## src/rtl/core/gdil_pkg.sv

```systemverilog
// ----------------------------------------------------------------------------
// gdil_pkg
// Shared types, codes and the microprogram of the grid obstacle dilation block.
// ----------------------------------------------------------------------------
package gdil_pkg;

    localparam int DIM_W  = 9;
    localparam int RAD_W  = 5;
    localparam int CELL_W = 8;
    localparam int LEFT_W = RAD_W + 1;
    localparam int CFG_IDX_W = 2;
    localparam int CFG_DATA_W = 9;

    localparam logic [1:0] FUNC_WRITE   = 2'd0;
    localparam logic [1:0] FUNC_INFLATE = 2'd1;
    localparam logic [1:0] FUNC_READ    = 2'd2;

    localparam logic [CFG_IDX_W-1:0] CFG_MAP_WIDTH      = 2'd0;
    localparam logic [CFG_IDX_W-1:0] CFG_MAP_HEIGHT     = 2'd1;
    localparam logic [CFG_IDX_W-1:0] CFG_INFLATE_RADIUS = 2'd2;

    typedef struct packed {
        logic [1:0]        func;
        logic [CELL_W-1:0] cell_x;
        logic [CELL_W-1:0] cell_y;
        logic [CELL_W-1:0] cell_value;
    } gdil_in_t;

    typedef struct packed {
        logic              status;
        logic [CELL_W-1:0] read_value;
    } gdil_out_t;

    typedef struct packed {
        logic [DIM_W-1:0] width;
        logic [DIM_W-1:0] height;
        logic [RAD_W-1:0] radius;
    } gdil_cfg_t;

    // datapath controls carried in each microword
    typedef struct packed {
        logic in_ready;
        logic mem_op;
        logic out_load;
        logic outer_clr;
        logic outer_inc;
        logic inner_clr;
        logic inner_run;
        logic pass;
    } gdil_ctl_t;

    // datapath flags seen by the sequencer
    typedef struct packed {
        logic accept;
        logic inflate;
        logic slot_free;
        logic no_work;
        logic inner_last;
        logic outer_last;
    } gdil_stat_t;

    localparam int PC_W   = 4;
    localparam int COND_W = 3;

    localparam logic [COND_W-1:0] COND_NEXT   = 3'd0;
    localparam logic [COND_W-1:0] COND_GOTO   = 3'd1;
    localparam logic [COND_W-1:0] COND_ACCEPT = 3'd2;
    localparam logic [COND_W-1:0] COND_SLOT   = 3'd3;
    localparam logic [COND_W-1:0] COND_SKIP   = 3'd4;
    localparam logic [COND_W-1:0] COND_INNER  = 3'd5;
    localparam logic [COND_W-1:0] COND_LOOP   = 3'd6;

    localparam logic [PC_W-1:0] ST_IDLE     = 4'd0;
    localparam logic [PC_W-1:0] ST_CELL_OP  = 4'd1;
    localparam logic [PC_W-1:0] ST_PUSH     = 4'd2;
    localparam logic [PC_W-1:0] ST_INF_INIT = 4'd3;
    localparam logic [PC_W-1:0] ST_ROW_RUN  = 4'd4;
    localparam logic [PC_W-1:0] ST_ROW_NEXT = 4'd5;
    localparam logic [PC_W-1:0] ST_COL_INIT = 4'd6;
    localparam logic [PC_W-1:0] ST_COL_RUN  = 4'd7;
    localparam logic [PC_W-1:0] ST_COL_NEXT = 4'd8;
    localparam logic [PC_W-1:0] ST_INF_DONE = 4'd9;

    typedef struct packed {
        logic [COND_W-1:0] cond;
        logic [PC_W-1:0]   target;
        gdil_ctl_t         ctl;
    } gdil_uword_t;

    function automatic gdil_uword_t gdil_ucode(input logic [PC_W-1:0] pc);
        gdil_uword_t uw;
        uw = '0;
        uw.cond = COND_NEXT;
        uw.target = ST_IDLE;
        case (pc)
            ST_IDLE:
            begin
                uw.ctl.in_ready = 1'b1;
                uw.cond = COND_ACCEPT;
                uw.target = ST_INF_INIT;
            end
            ST_CELL_OP:
            begin
                uw.ctl.mem_op = 1'b1;
            end
            ST_PUSH:
            begin
                uw.ctl.out_load = 1'b1;
                uw.cond = COND_SLOT;
                uw.target = ST_IDLE;
            end
            ST_INF_INIT:
            begin
                uw.ctl.outer_clr = 1'b1;
                uw.ctl.inner_clr = 1'b1;
                uw.cond = COND_SKIP;
                uw.target = ST_PUSH;
            end
            ST_ROW_RUN:
            begin
                uw.ctl.inner_run = 1'b1;
                uw.cond = COND_INNER;
            end
            ST_ROW_NEXT:
            begin
                uw.ctl.outer_inc = 1'b1;
                uw.ctl.inner_clr = 1'b1;
                uw.cond = COND_LOOP;
                uw.target = ST_ROW_RUN;
            end
            ST_COL_INIT:
            begin
                uw.ctl.outer_clr = 1'b1;
                uw.ctl.inner_clr = 1'b1;
                uw.ctl.pass = 1'b1;
            end
            ST_COL_RUN:
            begin
                uw.ctl.inner_run = 1'b1;
                uw.ctl.pass = 1'b1;
                uw.cond = COND_INNER;
            end
            ST_COL_NEXT:
            begin
                uw.ctl.outer_inc = 1'b1;
                uw.ctl.inner_clr = 1'b1;
                uw.ctl.pass = 1'b1;
                uw.cond = COND_LOOP;
                uw.target = ST_COL_RUN;
            end
            ST_INF_DONE:
            begin
                uw.cond = COND_GOTO;
                uw.target = ST_PUSH;
            end
            default:
            begin
                uw.cond = COND_GOTO;
                uw.target = ST_IDLE;
            end
        endcase
        return uw;
    endfunction

endpackage

```

## src/rtl/core/gdil_sequencer.sv

```systemverilog
// ----------------------------------------------------------------------------
// gdil_sequencer
// Step counter over the microprogram ROM with conditional jumps.
// ----------------------------------------------------------------------------
module gdil_sequencer
    import gdil_pkg::*;
(
    input  logic       clk,
    input  logic       rst_n,
    input  gdil_stat_t stat,
    output gdil_ctl_t  ctl
);

    logic [PC_W-1:0] pc_reg;
    logic [PC_W-1:0] pc_next;
    logic [PC_W-1:0] pc_inc;
    gdil_uword_t     uw;

    assign uw     = gdil_ucode(pc_reg);
    assign ctl    = uw.ctl;
    assign pc_inc = pc_reg + 1'b1;

    always_comb
    begin
        unique case (uw.cond)
            COND_NEXT:   pc_next = pc_inc;
            COND_GOTO:   pc_next = uw.target;
            COND_ACCEPT: pc_next = !stat.accept ? pc_reg : (stat.inflate ? uw.target : pc_inc);
            COND_SLOT:   pc_next = stat.slot_free ? uw.target : pc_reg;
            COND_SKIP:   pc_next = stat.no_work ? uw.target : pc_inc;
            COND_INNER:  pc_next = stat.inner_last ? pc_inc : pc_reg;
            COND_LOOP:   pc_next = stat.outer_last ? pc_inc : uw.target;
            default:     pc_next = ST_IDLE;
        endcase
    end

    always_ff @(posedge clk or negedge rst_n)
    begin
        if (!rst_n)
        begin
            pc_reg <= ST_IDLE;
        end
        else
        begin
            pc_reg <= pc_next;
        end
    end

endmodule

```

## config.mk

```make
export PLATFORM = sky130hd
export DESIGN_NAME = gdil_sequencer
export DESIGN_NICKNAME = d
export VERILOG_FILES = /design/src/rtl/core/gdil_pkg.sv /design/src/rtl/core/gdil_sequencer.sv
export SDC_FILE = /design/constraint.sdc
export NUM_CORES = 1
export LEC_CHECK = 0
export BUFFER_PORTS_ARGS = -buffer_cell sky130_fd_sc_hd__buf_4
export CAP_MARGIN = 20
export CORE_MARGIN = 2
export CORE_UTILIZATION = 36
export DETAILED_ROUTE_END_ITERATION = 8
export PLACE_DENSITY = 0.67
export SLEW_MARGIN = 20
export SYNTH_ARGS = -nofsm -noshare
export SYNTH_HDL_FRONTEND = slang
export SYNTH_SLANG_ARGS = --single-unit
```

## constraint.sdc

```tcl
create_clock -name clk -period 3 [get_ports clk]
set_clock_uncertainty 0.1 [all_clocks]
set_input_delay 0.45 -clock clk [delete_from_list [all_inputs] [get_ports clk]]
set_output_delay 0.45 -clock clk [all_outputs]
set_load 0.03 [all_outputs]
```

==> metrics.txt, run 1 <==
outcome finished clean; DPL Wire Length between 1500 and 2000 microns; Die ar. 2720 sq um; power per standard cell area 1230 nW/um^2; Max Slew Vio Count 0; Sw Share 56.5%; commonest cells after routing, fill and taps aside buf_4 (16), nor2_1 (11), a21oi_1 (10); input/output buffers 15; Worst Setup EP ctl[2]; Worst setup startpoint pc_reg[0]; startpoint types register; DIE HEIGHT 52.1 microns; RR Endpoint pc_reg[0]; Worst VDD drop 0.000596 V; setup tns final 0 ps; Clk pwr share around 5.5%; Crit-path slowest cell ha_1; synth-to-layout area growth 15.3%; highest clock rate 359 MHz; Ports 16; Worst Hold Class in -> async; number of global-route vias before repair 781; share of layout cells above drive strength 1 a little over a third; Hold-fix buffers, CTS 1; worst path bufs/invs 2; Reg2Reg Depth 8; crit path DAT 2240 ps; post_cts resized 0; Pleak around 0.41 nW; setup bufs post-CTS 0; diode count 0; Wirelength per Cell 13.6 microns; Largest register FFs 4; met1 usage 20.8%; sequential fraction of design power 10.2%; Final Critical Period 2790 ps; synthesized area around 830 sq um; peak fanout along the critical path 14; max cap viols 0; Post-synth EDFFs 0; CTS Root Cell clkbuf_4; first-pass GRT wire length 3330 microns; Power Internal 0.513 mW; slowest stage delay, CP between 500 and 600 ps; drt pass-1 iters 4; switching power 0.667 mW; Comb power frac 84.3%; Setup CP Type reg -> out; site row count 17; final hold violations 0; multi-input logic area roughly 640 sq um; met3 usage 1.15%; CTS H-tree lvls 1; via count 798; CTS sink cnt 4; RSZ-0062 raised after global routing false; Slew @ Worst Pin 663 ps; Final Wtd Congestion roughly 0.90; die width 52.1 microns; Final setup viols 0; crit share post-route 92.9%; post-synthesis sequential area ratio 12.0%; RR Startpoint pc_reg[0]; syn avg cell area 8.26 sq um; clock buffer depth 2; drt via density 5.58; Cell variety after synth 47; register area approximately 100 sq um; TritonCTS clock tree yes; fillcell total 236; Top delay family on crit path simple AND/OR/NAND/NOR gates; busiest layer in global routing met2; WP depth 7; antenna-violating nets left 0; final wirelength 1940 microns; post-synthesis register bit count 4; antenna violations before repair 0; Post-synth ARST share 100%; GRT Total Usage 16.2%; post-synth net total 114; clock latency on the worst-skew pair about 230 ps; initial cell density of the core between 30% and 40%; Critical Path RT 2450 ps; instance count of the mapped netlist around 100; Num CTS Buffers 3; grt met2 use 27.0%; commonest non-fill, non-tap cell in the layout buf_4; nets@finish 130; Initial DRC Count 12; warning count from the yosys run 0; CP Cell Sequence inv_1, ha_1, nor2b_2, nand2_1, and2_1, o21ai_0, buf_4; core area 2210 sq um; ys flop type dfrtp_1; Slew headroom 55.8%; CP Capture Type output pin; pin count of the biggest net entering global routing 19; clk slew on worst S/H paths 40 ps; flop-to-flop setup slack 470 ps; grt ovf 0; # DRC 0; Pwr Total 1.18 mW
worst register-to-register path: cells and delay by family, from the launching register on:
family	cells	cell delay (ps)
DFF	1	440
buffers and inverters	1	130
and+or+nand+nor	1	140
adders and majority gates	1	510
AOI/OAI and AO/OA	5	1090
cells by family (layout without fill, tap and decap cells):
| group | count (synthesis) | count (layout) | synth area share [%] |
|---|---|---|---|
| multiplexers | 2 | 2 | 2.40 |
| AND/OR/NAND/NOR | 37 | 37 | 25.0 |
| XOR/XNOR | 2 | 2 | 3.00 |
| adder cells (fa/ha/maj) | 5 | 5 | 7.50 |
| flip-flops | 4 | 4 | 12.0 |
| AO/OA/AOI/OAI | 37 | 37 | 39.3 |
| buffers and inverters | 14 | 28 | 10.8 |
synthesized netlist by cell type, drive strengths merged, types with 3 or more instances:
library cell   n  share of area (%)
nand2          7                3.4
nor2          13                6.4
a21oi         11                7.0
ha             5                7.5
dfrtp          4                 12
buf            6                7.2
nand2b         3                2.2
inv            8                3.6
o2111ai        3                3.9
nor3           4                3.6
o21ai          5                3.0
final cells by class:
class                      count  share of cell area [%]
tap                           28                    3.64
clock buffer                   3                    2.34
sequential                     4                    10.4
inverter                       8                    3.12
multi-input combinational     83                    67.0
timing repair buffer          17                    13.5
how the worst min path moves through the flow:
stage / to / depth (start not counted) / slack, ps / from
after CTS: pc_reg[1] / 2 / 450 / rst_n
after floorplan: pc_reg[0] / 0 / 50 / rst_n
after global routing: pc_reg[1] / 2 / 460 / rst_n
final: pc_reg[1] / 2 / 450 / rst_n
after detailed placement: pc_reg[0] / 1 / 150 / rst_n
after global placement: pc_reg[3] / 1 / 150 / rst_n
per-layer routing:
layer  vias up  wire length [microns]
met5         -                      0
met4         0                     11
met3         2                     48
met2        13                    966
met1       380                    916
li1        403                      -
stage by stage:
step	util, %	instance area [sq um]	hold WS (ps)	std cells	worst slack [ps]
5_1_grt	43.5	962	457	143	11.9
4_1_cts	43.5	962	450	143	212
2_1_floorplan	-	835	54.4	101	831
3_3_place_gp	42.0	930	147	139	492
6_report	43.5	962	455	143	213
3_5_place_dp	42.0	930	147	139	467
power by group through the flow:
stage	Combinational (mW)	Sequential [mW]	Clock (mW)
floorplan	0.849	0.0960	0
global placement	0.989	0.119	0
detailed placement	0.991	0.120	0
CTS	0.997	0.119	0.0685
global route	1.10	0.124	0.0713
finish	0.995	0.120	0.0650
No activity file was read; power rests on OpenSTA's default activity.
==> inputs of run 2 (changes only) <==
- CTS_BUF_LIST: unset -> sky130_fd_sc_hd__clkbuf_8
==> metrics.txt, run 2 (synthesis results as in run 1) <==
synth-to-layout area growth 17.5% (was 15.3%); input/output buffers 15 (unchanged); setup tns final 0 ps (unchanged); Die ar. 2720 sq um (unchanged); Worst VDD drop 0.000661 V (was 0.000596 V); met1 WL 912 microns (was 916 microns); clk slew on worst S/H paths 30 ps (was 40 ps); Initial DRC Count 16 (was 12); Critical Path RT 2450 ps (about the same); peak fanout along the critical path 14 (unchanged); post_cts resized 0 (unchanged); switching power 0.673 mW (was 0.667 mW); drt pass-1 iters 4 (unchanged); DR WL met3 66 microns (was 48 microns); multi-input logic area 644 sq um (unchanged); die width 52.1 microns (unchanged); commonest cells after routing, fill and taps aside buf_4 (16), nor2_1 (11), a21oi_1 (10) (unchanged); pin count of the biggest net entering global routing 19 (unchanged); setup bufs post-CTS 0 (unchanged); core area 2210 sq um (unchanged); Setup CP Type reg -> out (unchanged); GRT Total Usage 16.4% (was 16.2%); commonest non-fill, non-tap cell in the layout buf_4 (unchanged); worst path bufs/invs 2 (unchanged); crit path DAT 2220 ps (was 2240 ps); clock buffer depth 2 (unchanged); DR top layer met3 (was met4); Max Slew Vio Count 0 (unchanged); Final setup viols 0 (unchanged); Sw Share 54.9% (was 56.5%); startpoint types register (unchanged); Crit-path slowest cell ha_1 (unchanged); number of global-route vias before repair 777 (was 781); Pleak 0.419 nW (was 0.412 nW); Comb power frac 81.1% (was 84.3%); site row count 17 (unchanged); Ports 16 (unchanged); Final Wtd Congestion 0.904 (unchanged); slowest stage delay, CP 510 ps (about the same); CTS Root Cell clkbuf_8 (was clkbuf_4); highest clock rate 361 MHz (was 359 MHz); antenna violations before repair 0 (unchanged); CTS sink cnt 4 (unchanged); drt via density 5.60 (was 5.58); Final Critical Period 2770 ps (was 2790 ps); CP Cell Sequence inv_1, ha_1, nor2b_2, nand2_1, and2_1, o21ai_0, buf_4 (unchanged); Wirelength per Cell 13.7 microns (was 13.6 microns); Slew headroom 56.0% (was 55.8%); WHS 473 ps (was 455 ps); Slew @ Worst Pin 661 ps (was 663 ps); DIE HEIGHT 52.1 microns (unchanged); via count 801 (was 798); Clk pwr share 9.1% (was 5.5%); met2 wire len 981 microns (was 966 microns); share of layout cells above drive strength 1 34.8% (unchanged); CP Capture Type output pin (unchanged); power per standard cell area 1250 nW/um^2 (was 1230 nW/um^2); DPL Wire Length 1540 microns (unchanged); Largest register FFs 4 (unchanged); Worst Hold Class in -> async (unchanged); register area 100 sq um (unchanged); clock latency on the worst-skew pair 210 ps (was 230 ps); sequential fraction of design power 9.8% (was 10.2%); crit share post-route 92.5% (was 92.9%); nets@finish 130 (unchanged); CTS H-tree lvls 1 (unchanged); fillcell total 235 (was 236); final hold violations 0 (unchanged); antenna-violating nets left 0 (unchanged); outcome finished clean (unchanged); first-pass GRT wire length 3350 microns (was 3330 microns); initial cell density of the core 37.7% (unchanged); TritonCTS clock tree yes (unchanged); final wirelength 1960 microns (was 1940 microns); max cap viols 0 (unchanged); grt ovf 0 (unchanged); diode count 0 (unchanged); # DRC 0 (unchanged); Power Internal 0.554 mW (was 0.513 mW); Top delay family on crit path simple AND/OR/NAND/NOR gates (unchanged); RSZ-0062 raised after global routing false (unchanged); Num CTS Buffers 3 (unchanged)
run 2: cell counts in the layout (fill, tap and decap cells not counted):
Identical to the previous run, type by type.
run 2: layout make-up:
cell class,count,area share (%)
clock buffer,3,4.21
inverter,8,3.06
multi-input combinational,83,65.7
sequential,4,10.2
tap,28,3.57
timing repair buffer,17,13.3
run 2: timing repair:
| item | CTS | global route |
|---|---|---|
| endpoints found under the setup margin | 0 | 0 |
| hold endpoints to repair | 4 | 0 |
| hold buffers | 1 | 0 |
run 2: path summary, 6_finish.rpt:
| check | start | end | slack [ps] | cells past startpoint |
|---|---|---|---|---|
| min in group clk | stat[1] | pc_reg[2] | 520 | 3 |
| max reg2reg | pc_reg[0] | pc_reg[0] | 480 | 8 |
| min reg2reg | pc_reg[0] | pc_reg[0] | 550 | 2 |
| max in group asynchronous | rst_n | pc_reg[2] | 2230 | 2 |
| min | rst_n | pc_reg[3] | 470 | 2 |
| max | pc_reg[0] | ctl[2] | 230 | 7 |
run 2: through the flow:
stage                     util (%)  instance area [sq um]  power (mW)  setup WS, ps  instances
after floorplan                  -                    835       0.945           831        101
after global placement        42.0                    930        1.11           492        139
after detailed placement      42.0                    930        1.11           467        139
after CTS                     44.3                    981        1.23           235        143
after global routing          44.3                    981        1.34          30.1        143
final                         44.3                    981        1.23           226        143
run 2: metal layers:
| metal | up-vias | GRT usage [%] |
|---|---|---|
| met5 | - | 0 |
| met4 | 0 | 8.12 |
| met3 | 0 | 2.01 |
| met2 | 16 | 27.0 |
| met1 | 381 | 21.0 |
| li1 | 404 | - |
run 2: power by group through the flow:
stage | Sequential (mW) | Clock [mW] | Combinational (mW)
2_1_floorplan | 0.0960 | 0 | 0.849
3_3_place_gp | 0.119 | 0 | 0.989
3_5_place_dp | 0.120 | 0 | 0.991
4_1_cts | 0.119 | 0.114 | 0.997
5_1_grt | 0.124 | 0.118 | 1.10
6_report | 0.120 | 0.112 | 0.995
==> inputs of run 3 (changes only) <==
- CORE_MARGIN: 2 -> unset
- PLACE_DENSITY: 0.67 -> 0.69
- clock period: 3 -> 2.3 ns (I/O delays scaled with it)
==> metrics.txt, run 3 (synthesis results as in run 1) <==
cell area after placement 1000 sq um (was 930 sq um); Placed Cells 149 (was 139); DIE HEIGHT 50.1 microns (was 52.1 microns); diode count 0 (unchanged); sequential fraction of design power 8.3% (was 9.8%); switching power 0.945 mW (was 0.673 mW); DPL Wire Length 1750 microns (was 1540 microns); synth-to-layout area growth 30.0% (was 17.5%); initial cell density of the core 38.1% (was 37.7%); Slew headroom 65.7% (was 56.0%); commonest non-fill, non-tap cell in the layout buf_4 (unchanged); Ports 16 (unchanged); via count 872 (was 801); antenna-violating nets left 0 (unchanged); clk slew on worst S/H paths 30 ps (about the same); Slew @ Worst Pin 514 ps (was 661 ps); Pleak 0.467 nW (was 0.419 nW); grt ovf 0 (unchanged); final wirelength 2210 microns (was 1960 microns); outcome finished clean (unchanged); crit path DAT 1760 ps (was 2220 ps); input/output buffers 15 (unchanged); peak fanout along the critical path 6 (was 14); GRT Total Usage 19.7% (was 16.4%); Comb power frac 83.7% (was 81.1%); CTS sink cnt 4 (unchanged); Clk pwr share 8.1% (was 9.1%); antenna violations before repair 0 (unchanged); crit share post-route 95.8%; Die ar. 2510 sq um (was 2720 sq um); Critical Path RT 1860 ps (was 2450 ps); CTS Root Cell clkbuf_8 (unchanged); drt pass-1 iters 4 (unchanged); die width 50.1 microns (was 52.1 microns); Setup CP Type reg -> out (unchanged); drt via density 5.70 (was 5.60); Initial DRC Count 23 (was 16); setup tns final 0 ps (unchanged); Largest register FFs 4 (unchanged); number of global-route vias before repair 852 (was 777); design area 1080 sq um (was 981 sq um); power per standard cell area 1650 nW/um^2 (was 1250 nW/um^2); # DRC 0 (unchanged); Worst Hold Class in -> async (unchanged); WHS 394 ps (was 473 ps); Num CTS Buffers 3 (unchanged); commonest cells after routing, fill and taps aside buf_4 (26), nor2_1 (11), a21oi_1 (10) (was buf_4 (16), nor2_1 (11), a21oi_1 (10)); startpoint types register (unchanged); Final Wtd Congestion 0.881 (was 0.904); setup bufs post-CTS 0 (unchanged); final hold violations 0 (unchanged); Sw Share 52.8% (was 54.9%); clock buffer depth 2 (unchanged); Worst VDD drop 0.000789 V (was 0.000661 V); share of layout cells above drive strength 1 44.8% (was 34.8%); pin count of the biggest net entering global routing 14 (was 19); CP Capture Type output pin (unchanged); site row count 17 (unchanged); fin cells 153 (was 143); RSZ-0062 raised after global routing false (unchanged); first-pass GRT wire length 3800 microns (was 3350 microns); Max Slew Vio Count 0 (unchanged); Wirelength per Cell 14.5 microns (was 13.7 microns); clock latency on the worst-skew pair 220 ps (was 210 ps); fin util 49.5% (was 44.3%); Final Critical Period approximately 2200 ps; nets@finish 140 (was 130); max cap viols 0 (unchanged); core area 2190 sq um (was 2210 sq um); Power Internal 0.844 mW (was 0.554 mW); highest clock rate 454 MHz; CTS H-tree lvls 1 (unchanged); Final setup viols 0 (unchanged); TritonCTS clock tree yes (unchanged)
-- run 3: worst paths after layout --
| check | cells after the start | endpoint | startpoint | slack [ps] |
|---|---|---|---|---|
| worst max-delay path | 7 | ctl[2] | pc_reg[1] | 100 |
| worst min-delay path | 2 | pc_reg[2] | rst_n | 390 |
| worst max register to register | 9 | pc_reg[0] | pc_reg[1] | 140 |
| worst min register to register | 2 | pc_reg[0] | pc_reg[0] | 520 |
| max in group asynchronous | 2 | pc_reg[1] | rst_n | 1600 |
| min in group clk | 4 | pc_reg[2] | stat[1] | 450 |
-- run 3: cell type report --
type                            instances  area [sq um]
Clock buffer                            3          41.3
Sequential cell                         4           100
Multi-Input combinational cell         83           673
Fill cell                             212          1110
Tap cell                               28          35.0
Timing Repair Buffer                   27           205
Inverter                                8          30.0
-- run 3: per-stage QoR --
stage / total power, mW / setup WS, ps
2_1_floorplan: 1.23 / 236
3_3_place_gp: 1.55 / 137
3_5_place_dp: 1.57 / 68.2
4_1_cts: 1.73 / 36.9
5_1_grt: 1.94 / 11.1
6_report: 1.79 / 95.6
-- run 3: repair_timing --
| item | CTS | global route |
|---|---|---|
| pin swaps | 0 | 2 |
| hold buffers | 1 | 0 |
| hold endpoints to repair | 4 | 0 |
| setup endpoints to repair | 1 | 5 |
| resized for setup | 1 | 6 |
-- run 3: power by group through the flow --
stage	Clock [mW]	Combinational, mW	Sequential, mW
floorplan	0	1.11	0.125
global placement	0	1.40	0.144
detailed placement	0	1.43	0.146
CTS	0.147	1.44	0.145
global route	0.154	1.63	0.154
finish	0.144	1.50	0.148
-- run 3: routing by layer --
layer	wire length, microns	part of all wire [%]	global-route usage, %
met1	952	43	25.0
met2	1120	51	32.2
met3	112	5.1	3.33
met4	27	1.2	9.05
met5	0	0	0
-- run 3: worst max-delay path, stage by stage (launching register included) --
cell	delay (ps)
dfrtp_1	410
inv_1	130
ha_4	180
nor2b_2	200
nand2_1	90
and2_1	260
o21ai_0	100
buf_4	180
